**src/rtl/gns_pkg.sv**
```systemverilog
package gns_pkg;

  // fixed widths of the item fields and state
  localparam int SAMPLE_W   = 16;
  localparam int MAX_GROUP  = 4096;
  localparam int CNT_W      = 13;
  localparam int SUM_W      = 29;
  localparam int SQ_W       = 43;
  localparam int INV_W      = 32;
  localparam int DVD_W      = 56;
  localparam int DVS_W      = 32;
  localparam int DIV_STEPS  = 56;
  localparam int SQRT_STEPS = 25;
  localparam int CFG_IDX_W  = 2;
  localparam int CFG_DATA_W = 16;

  // configuration register indexes
  localparam logic [CFG_IDX_W-1:0] CFG_EPSILON = 2'd0;
  localparam logic [CFG_IDX_W-1:0] CFG_SWISH   = 2'd1;
  localparam logic [CFG_IDX_W-1:0] CFG_AFFINE  = 2'd2;

  typedef struct packed {
    logic        command;
    logic [15:0] sample;
    logic [15:0] gamma;
    logic [15:0] beta;
    logic        last;
  } in_item_t;

  typedef struct packed {
    logic [15:0] value;
    logic        saturated;
  } out_item_t;

  typedef enum logic [4:0] {
    ST_IDLE, ST_EXEC, ST_F0, ST_F1, ST_F2, ST_F3, ST_WMEAN, ST_WVAR, ST_DCHK,
    ST_WRCP, ST_SQRT, ST_INV, ST_N2, ST_N3, ST_N4, ST_N5, ST_N6
  } state_t;

  typedef enum logic [4:0] {
    OP_NONE, OP_LOAD, OP_ACC, OP_F0, OP_F1, OP_F2, OP_F3, OP_MEAN, OP_VAR,
    OP_RCP, OP_SQRT_LOAD, OP_SQRT_STEP, OP_INV_SAVE, OP_INV_MAX,
    OP_N1, OP_N2, OP_N3, OP_N4, OP_N5, OP_N6
  } dp_op_t;

  typedef struct packed {
    dp_op_t op;
  } dp_cmd_t;

  typedef struct packed {
    logic is_norm;
    logic is_last;
    logic div_done;
    logic var_zero;
    logic sqrt_last;
  } dp_status_t;

  // sigmoid over [0,8] in quarter steps, Q0.16
  localparam logic [15:0] SIG_TAB [33] = '{
    16'd32768, 16'd36843, 16'd40793, 16'd44510, 16'd47910, 16'd50941, 16'd53580,
    16'd55834, 16'd57724, 16'd59287, 16'd60565, 16'd61597, 16'd62428, 16'd63090,
    16'd63615, 16'd64030, 16'd64357, 16'd64614, 16'd64816, 16'd64974, 16'd65097,
    16'd65194, 16'd65269, 16'd65328, 16'd65374, 16'd65410, 16'd65438, 16'd65459,
    16'd65476, 16'd65490, 16'd65500, 16'd65508, 16'd65514
  };

endpackage

```
**src/rtl/gns_ctrl.sv**
```systemverilog
module gns_ctrl (
  input  logic                clk,
  input  logic                rst_n,
  input  logic                start,
  output logic                busy,
  input  gns_pkg::dp_status_t status,
  output gns_pkg::dp_cmd_t    cmd
);

  gns_pkg::state_t state_r;
  gns_pkg::state_t state_nxt;

  always_ff @(posedge clk) begin
    if (!rst_n) begin
      state_r <= gns_pkg::ST_IDLE;
    end else begin
      state_r <= state_nxt;
    end
  end

  // sequencing of accumulate, group finish and normalize steps
  always_comb begin
    state_nxt = state_r;
    cmd.op    = gns_pkg::OP_NONE;
    unique case (state_r)
      gns_pkg::ST_IDLE: begin
        if (start) begin
          cmd.op    = gns_pkg::OP_LOAD;
          state_nxt = gns_pkg::ST_EXEC;
        end
      end
      gns_pkg::ST_EXEC: begin
        if (status.is_norm) begin
          cmd.op    = gns_pkg::OP_N1;
          state_nxt = gns_pkg::ST_N2;
        end else begin
          cmd.op    = gns_pkg::OP_ACC;
          state_nxt = status.is_last ? gns_pkg::ST_F0 : gns_pkg::ST_IDLE;
        end
      end
      gns_pkg::ST_F0: begin
        cmd.op    = gns_pkg::OP_F0;
        state_nxt = gns_pkg::ST_F1;
      end
      gns_pkg::ST_F1: begin
        cmd.op    = gns_pkg::OP_F1;
        state_nxt = gns_pkg::ST_F2;
      end
      gns_pkg::ST_F2: begin
        cmd.op    = gns_pkg::OP_F2;
        state_nxt = gns_pkg::ST_F3;
      end
      gns_pkg::ST_F3: begin
        cmd.op    = gns_pkg::OP_F3;
        state_nxt = gns_pkg::ST_WMEAN;
      end
      gns_pkg::ST_WMEAN: begin
        if (status.div_done) begin
          cmd.op    = gns_pkg::OP_MEAN;
          state_nxt = gns_pkg::ST_WVAR;
        end
      end
      gns_pkg::ST_WVAR: begin
        if (status.div_done) begin
          cmd.op    = gns_pkg::OP_VAR;
          state_nxt = gns_pkg::ST_DCHK;
        end
      end
      gns_pkg::ST_DCHK: begin
        if (status.var_zero) begin
          cmd.op    = gns_pkg::OP_INV_MAX;
          state_nxt = gns_pkg::ST_IDLE;
        end else begin
          cmd.op    = gns_pkg::OP_RCP;
          state_nxt = gns_pkg::ST_WRCP;
        end
      end
      gns_pkg::ST_WRCP: begin
        if (status.div_done) begin
          cmd.op    = gns_pkg::OP_SQRT_LOAD;
          state_nxt = gns_pkg::ST_SQRT;
        end
      end
      gns_pkg::ST_SQRT: begin
        cmd.op = gns_pkg::OP_SQRT_STEP;
        if (status.sqrt_last) begin
          state_nxt = gns_pkg::ST_INV;
        end
      end
      gns_pkg::ST_INV: begin
        cmd.op    = gns_pkg::OP_INV_SAVE;
        state_nxt = gns_pkg::ST_IDLE;
      end
      gns_pkg::ST_N2: begin
        cmd.op    = gns_pkg::OP_N2;
        state_nxt = gns_pkg::ST_N3;
      end
      gns_pkg::ST_N3: begin
        cmd.op    = gns_pkg::OP_N3;
        state_nxt = gns_pkg::ST_N4;
      end
      gns_pkg::ST_N4: begin
        cmd.op    = gns_pkg::OP_N4;
        state_nxt = gns_pkg::ST_N5;
      end
      gns_pkg::ST_N5: begin
        cmd.op    = gns_pkg::OP_N5;
        state_nxt = gns_pkg::ST_N6;
      end
      gns_pkg::ST_N6: begin
        cmd.op    = gns_pkg::OP_N6;
        state_nxt = gns_pkg::ST_IDLE;
      end
      default: begin
        state_nxt = gns_pkg::ST_IDLE;
      end
    endcase
  end

  assign busy = state_r != gns_pkg::ST_IDLE;

endmodule

```
**config.mk**
```make
export PLATFORM = sky130hd
export DESIGN_NAME = gns_ctrl
export DESIGN_NICKNAME = d
export VERILOG_FILES = /design/src/rtl/gns_pkg.sv /design/src/rtl/gns_ctrl.sv
export SDC_FILE = /design/constraint.sdc
export NUM_CORES = 1
export LEC_CHECK = 0
export BUFFER_PORTS_ARGS = -buffer_cell sky130_fd_sc_hd__buf_2
export CAP_MARGIN = 20
export CORE_MARGIN = 10
export CORE_UTILIZATION = 40
export CTS_BUF_LIST = sky130_fd_sc_hd__clkbuf_16
export DETAILED_ROUTE_END_ITERATION = 12
export GPL_TIMING_DRIVEN = 0
export PLACE_DENSITY_LB_ADDON = 0.05
export REMOVE_ABC_BUFFERS = 1
export SETUP_SLACK_MARGIN = 0.4
export SYNTH_ARGS = -nofsm -noshare
export SYNTH_HDL_FRONTEND = slang
export SYNTH_SLANG_ARGS = --single-unit
```
**constraint.sdc**
```tcl
create_clock -name clk -period 1.9 [get_ports clk]
set_clock_uncertainty 0.05 [all_clocks]
set_input_delay 0.38 -clock clk [delete_from_list [all_inputs] [get_ports clk]]
set_output_delay 0.38 -clock clk [all_outputs]
set_load 0.01 [all_outputs]
```
; ---- Word level (Yosys, flattened, before mapping)
; Cells that the tools add are included.
[classes]
div = 0
reduce_logical = 3
bitwise = 0
eq_ne = 21
multipliers = 0
order_cmp = 0
mux = 16
addsub = 0
shifts = 0
[op_table]
columns = op, n
row1 = case mux 5 bit (17 select lines), 1
row2 = case mux 5 bit (15 select lines), 1
row3 = "equality test 5 x 4 -> 1 bit, second input constant", 8
row4 = 2-to-1 mux 5 bit, 5
row5 = "equality test 5 x 3 -> 1 bit, second input constant", 4
row6 = 2-to-1 mux 4 bit, 5
row7 = "equality test 5 x 2 -> 1 bit, second input constant", 2
row8 = "!= test 2 bit, second input constant", 5
row9 = 2-to-1 mux 3 bit, 2
row10 = "equality test 5 x 1 -> 1 bit, second input constant", 1
row11 = "equality test 5 bit, second input constant", 1
row12 = logical NOT 5 bit, 1
row13 = AND reduction 5 bit, 1
row14 = nonzero test 5 bit, 1
row15 = 2-to-1 mux 2 bit, 1
row16 = 2-to-1 mux 1 bit, 1
[totals]
mem_bits_rw = 0
latchBits = 0
mem_bits_ro = 0
register_bits = 5
n_memories = 0
elab_cells = 41
out_inout_bits = 6

; ---- Longest topological paths before layout
; Gate-level depths: netlist of run 1.
[depth]
word_depth = 3
ltp_mapped = 6
depth_no_buf = 4

; ---- Least setup slack after synthesis of run 1
; OpenSTA, ideal clock, no wires.
[synth_timing]
path_kind = register to output
from = register state_r[1]
to = output port cmd[0] (netlist name)
setup_slack_ns = 0.150
stages_incl_launch_ff = 4
arrival_ns = 1.320
required_time_ns = 1.470
cell_sequence = dfxtp_1 > buf_2 > or3_1 > a2111oi_2
[synth_lines]
columns = element, line
row1 = "start, declared", gns_ctrl.sv:10  ; gns_pkg::state_t state_r;
row2 = "start signal, assigned", gns_ctrl.sv:15  ; state_r <= gns_pkg::ST_IDLE;
row3 = "start signal, assigned", gns_ctrl.sv:17  ; state_r <= state_nxt;
row4 = "end, declared", gns_ctrl.sv:7  ; output gns_pkg::dp_cmd_t cmd

==> key figures, run 1 <==
Critical path
  – Worst r2r src: state_r[1]
  – Worst-path maximum fanout: 6
  – Worst Path Class, Setup: reg2out
  – Worst reg2reg endpoint: state_r[3]
  – Worst reg-to-reg path cell count: 6
  – CP Launch Type: flip-flop
  – CP arrival: 1.46 ns
  – CP Capture Type: output pin
  – R2R setup slack: 0.33 ns
  – CP required: 1.47 ns

Route
  – DRC: 0
  – WL final: 2180 um
  – Initial DRC count: 21
  – Drt pass-1 iters: 4
  – Vias post-DR: 758
  – Antenna Nets Post-Route: 0
  – Routed wire length per instance: 17.9 um
  – Via density: 6.21

GRT
  – Initial antenna violation count: 0
  – Tot GR Track Use: 10.9%
  – Vias in the first global route: 681
  – Overflow after GRT: 0
  – Largest net degree at the start of global routing: 12
  – Global-route wire length before repair: 3140 um

Yosys
  – Mapped cell area: 604 um2
  – Synth Instances: 80
  – Sequential-to-total area share from yosys stat: 16.6%
  – Main flop type after synthesis: dfxtp_1
  – Ys Warns: 0
  – Synthesis-stage register bit count: 5
  – Async SR Flop Fraction: 0%
  – Post-synth EDFFs: 0
  – Area leader, netlist: dfxtp_1
  – Yosys top cell area share: 16.6%
  – Ranking of synthesized cells by area: dfxtp_1 17%, nand2b_1 9.3%, a21oi_1 5.0%
  – Synth cell types: 39
  – Synth Area per Inst: 7.55 um2

Layout
  – Commonest non-fill, non-tap cells in the layout: 13 x buf_2, 6 x nand2b_1, 6 x buf_4
  – Layout area overhead: 77.0%
  – Layout cell share with drive strength beyond 1: 57.0%
  – Nets: 116
  – Commonest non-fill, non-tap cell in the layout: buf_2
  – Top flop regs: state_r x5
  – # diodes: 0
  – Final Instance Area: 1070 um2
  – Number of flip-flops in the largest register: 5
  – Largest reg by FF count: state_r

Hold path
  – HP Class: in2reg
  – WHS Endpoint: state_r[0]
  – Hold path depth: 3
  – Hold_sp: rst_n

Timing
  – Final setup TNS: 0 ns
  – Rel. slew slack: 77.1%
  – Final Slew Violations: 0
  – Final cycle utilization of the critical path: 99.7%
  – Final setup fails: 0
  – Final hold vios: 0
  – Maximum clock frequency: 528 MHz
  – RSZ-0062 raised after global routing: yes
  – Worst slew pin tran: 0.344 ns
  – Min Tclk post-route: 1.89 ns

Die
  – Die Span X: 58.9 um
  – Die area: 3470 um2
  – Core Region: 1370 um2
  – Die Span Y: 58.9 um
  – Initial core utilization: 44.2%
  – Top-Level Pins: 14
  – Row Count: 13

CTS
  – Worst-path clk slew: 0.03 ns
  – Clk sink count: 5
  – Worst skew pair latency: 0.22 ns
  – CTS buffer count: 3
  – Clock Tree Buf Depth: 2
  – H-tree depth: 1
  – Root Buffer: clkbuf_16
  – CTS tree: done

Power
  – Lkg Pwr: 0.446 nW
  – Worst VDD drop: 0.528 mV
  – PD cells: 1010 nW/um2

Placed design
  – Area after DPL: 654 um2
  – HPWL Detailed: 1120 um
  – PortBufs: 13
  – GP Congestion: 0.748

Job
  – Max cap viols: 0

Status
  – Status: complete, no violations
## cell usage after synthesis, types with 2 or more instances
cell type  n
nor2_1     7
nand2_1    4
a32oi_1    2
and2_1     2
o21ai_1    2
or3_1      2
nor2b_1    2
a21oi_1    6
dfxtp_1    5
nand2b_1   9
buf_2      6
o21ai_0    3
nor3_1     3
nand3_1    2
## where the power goes
group | switching [mW] | total [mW] | internal [mW]
Clock | 0.0651 | 0.337 | 0.272
Combinational | 0.275 | 0.584 | 0.308
Sequential | 0.0307 | 0.157 | 0.126
## how the worst max path moves through the flow
stage               depth (start not counted)      to       start  slack, ns
finish                                      3  cmd[0]  state_r[1]      0.007
global route                                5  cmd[2]  state_r[1]      -0.05
CTS                                         3  cmd[0]  state_r[2]    -0.0006
detailed placement                          5  cmd[2]  state_r[0]      -0.20
global placement                            5  cmd[2]  state_r[0]      -0.21
floorplan                                   4  cmd[2]  state_r[0]       0.08
## metal layers
metal	routed length, um	vias to the layer above	track usage (%)
met5	0	-	0
met4	26	0	2.95
met3	119	4	2.58
met2	1110	26	18.6
met1	927	374	13.2
li1	-	354	-
## critical path, stage by stage (launching register included)
cell	delay [ns]
dfxtp_4	0.36
or3_4	0.42
a2111oi_4	0.28
buf_2	0.18
## metrics by stage
| stage | hold slack [ns] | worst slack, ns | std cells | utilization [%] | power [mW] |
|---|---|---|---|---|---|
| floorplan | 0.519 | 0.0839 | 73 | - | 0.386 |
| global placement | 0.652 | -0.214 | 101 | 47.9 | 0.480 |
| detailed placement | 0.656 | -0.199 | 101 | 47.9 | 0.482 |
| CTS | 0.425 | -0.000570 | 115 | 68.0 | 0.976 |
| global route | 0.457 | -0.0455 | 122 | 78.3 | 1.13 |
| finish | 0.435 | 0.00663 | 122 | 78.3 | 1.08 |
## kinds of logic after synthesis
family          share of synthesized area (%)
simple gates                             39.7
compound gates                           35.6
mux                                      1.86
buf+inv                                  6.21
flops                                    16.6
## area by class of cell
cell class | instances | area [um2]
Inverter | 1 | 6.26
Timing Repair Buffer | 30 | 272
Clock buffer | 3 | 75.1
Tap cell | 15 | 18.8
Sequential cell | 5 | 116
Multi-Input combinational cell | 67 | 578
Clock inverter | 1 | 3.75
Fill cell | 92 | 297
## repair_timing
item                                    CTS  global route
cloned                                    0             1
buffers inserted                         10             6
resized for setup                        33            15
endpoints found under the setup margin   10            10
hold buffers                              0             0
pin swaps                                12            12
No activity file was read; power rests on OpenSTA's default activity.
==> run 2: changes to the inputs <==
Settings changed: SETUP_SLACK_MARGIN 0.4 to not set.
==> run 2 against run 1 <==
Net effect:
- critical endpoint unchanged
- non-clock buffer count is 7 lower
- wire length fell by 11%
- first-iteration DRC count decreased by 43%
- the flow now finishes with violations (setup timing)
- global-route usage fell by 0.34 points
- count of clock-buffer cells in the layout did not move
- sequential cell count unchanged
==> key figures, run 2 (synthesis gave the netlist of run 1 again) <==
Hold path
  – Hold path depth: 3
  – HP Class: in2reg

Placed design
  – GP Congestion: 0.748
  – HPWL Detailed: 1120 um
  – PortBufs: 13
  – Area after DPL: 654 um2
  – Post-Place Worst Slack: -0.199 ns

Layout
  – Largest reg by FF count: state_r
  – Commonest non-fill, non-tap cell in the layout: buf_2
  – Commonest non-fill, non-tap cells in the layout: 13 x buf_2, 9 x buf_4, 7 x nand2b_1
  – Layout cell share with drive strength beyond 1: 49.0%
  – # diodes: 0
  – Final Instance Area: 890 um2
  – Nets: 109
  – Number of flip-flops in the largest register: 5
  – Top flop regs: state_r x5
  – Layout area overhead: 47.2%

Timing
  – Final Slew Violations: 0
  – Min Tclk post-route: 1.90 ns
  – Final hold vios: 0
  – Worst setup margin: -0.00338 ns
  – Rel. slew slack: 78.4%
  – RSZ-0062 raised after global routing: yes
  – Maximum clock frequency: 525 MHz
  – Final cycle utilization of the critical path: 100%
  – Worst slew pin tran: 0.321 ns
  – Final setup fails: 1

Power
  – Sequential power share: 16.6%
  – Clk network pwr share: 35.9%
  – PD cells: 1060 nW/um2
  – Comb power frac: 47.6%
  – Lkg Pwr: 0.360 nW
  – Sw power: 0.325 mW
  – Worst VDD drop: 0.506 mV
  – Sw frac: 34.6%
  – Internal Power: 0.616 mW

Die
  – Row Count: 13
  – Initial core utilization: 44.2%
  – Die Span Y: 58.9 um
  – Die area: 3470 um2
  – Top-Level Pins: 14
  – Die Span X: 58.9 um
  – Core Region: 1370 um2

CTS
  – Root Buffer: clkbuf_16
  – Worst skew pair latency: 0.22 ns
  – Clk sink count: 5
  – H-tree depth: 1
  – CTS Hold Bufs: 0
  – Clock Tree Buf Depth: 2
  – CTS tree: done
  – Worst-path clk slew: 0.03 ns
  – CTS buffer count: 3

Critical path
  – Worst-path maximum fanout: 6
  – CP required: 1.47 ns
  – CP Capture Type: output pin
  – Worst Path Class, Setup: reg2out
  – Worst reg-to-reg path cell count: 6
  – CP arrival: 1.47 ns
  – CP Launch Type: flip-flop

GRT
  – Tot GR Track Use: 10.6%
  – Vias in the first global route: 674
  – Largest net degree at the start of global routing: 12
  – Global-route wire length before repair: 3040 um
  – Initial antenna violation count: 0
  – Overflow after GRT: 0

Route
  – Routed wire length per instance: 16.8 um
  – Via density: 6.11
  – Antenna Nets Post-Route: 0
  – Drt pass-1 iters: 4
  – WL final: 1940 um
  – Vias post-DR: 703
  – DRC: 0
  – Initial DRC count: 12

Status
  – Status: finished with violations
  – Failing checks: setup timing

Job
  – Max cap viols: 0
-- run 2: cell types whose count changed in the layout (fill, tap and decap cells not counted), sizes merged --
cell / before / now
buf: 29 / 22
-- run 2: worst paths after layout --
path	start	end	slack [ns]
setup / recovery	state_r[2]	cmd[0]	-0.003
hold / removal	rst_n	state_r[0]	0.42
setup reg to reg	state_r[1]	state_r[3]	0.24
hold reg to reg	state_r[0]	state_r[4]	0.49
-- run 2: layer usage --
metal / wire (um) / global-route usage, %
met5: 0 / 0
met1: 855 / 12.5
met4: 0 / 2.95
met2: 976 / 18.2
met3: 102 / 2.79
-- run 2: critical path, stage by stage (launching register included) --
cell and delay (ns):
dfxtp_4 0.36, or3_4 0.42, a2111oi_4 0.28, buf_2 0.18
-- run 2: cell type report --
type	instances	area [um2]
flip-flops and latches	5	116
repair buffers	23	140
well taps	15	18.8
inverters	1	6.26
clock inverters	1	3.75
multi-input cells	67	529
clock buffers	3	75.1
fillers	131	477
-- run 2: power by group through the flow --
stage | clock network, mW | registers, mW | logic, mW
floorplan | 0 | 0.170 | 0.216
global placement | 0 | 0.191 | 0.289
detailed placement | 0 | 0.191 | 0.292
CTS | 0.341 | 0.150 | 0.418
finish | 0.337 | 0.156 | 0.447
global route | 0.352 | 0.157 | 0.480
-- run 2: timing repair --
item	4_1_cts	5_1_grt
pin swaps	2	1
endpoints found under the setup margin	6	6
setup buffers	10	0
resized for setup	13	11
-- run 2: per-stage QoR --
stage	setup TNS [ns]	instances	hold WS, ns	power, mW	utilization (%)
final	-0.00338	115	0.424	0.941	65.1
after detailed placement	-0.281	101	0.656	0.482	47.9
after CTS	-0.00679	115	0.425	0.909	61.9
after floorplan	0	73	0.519	0.386	-
after global placement	-0.287	101	0.652	0.480	47.9
after global routing	-0.0668	115	0.450	0.988	65.1
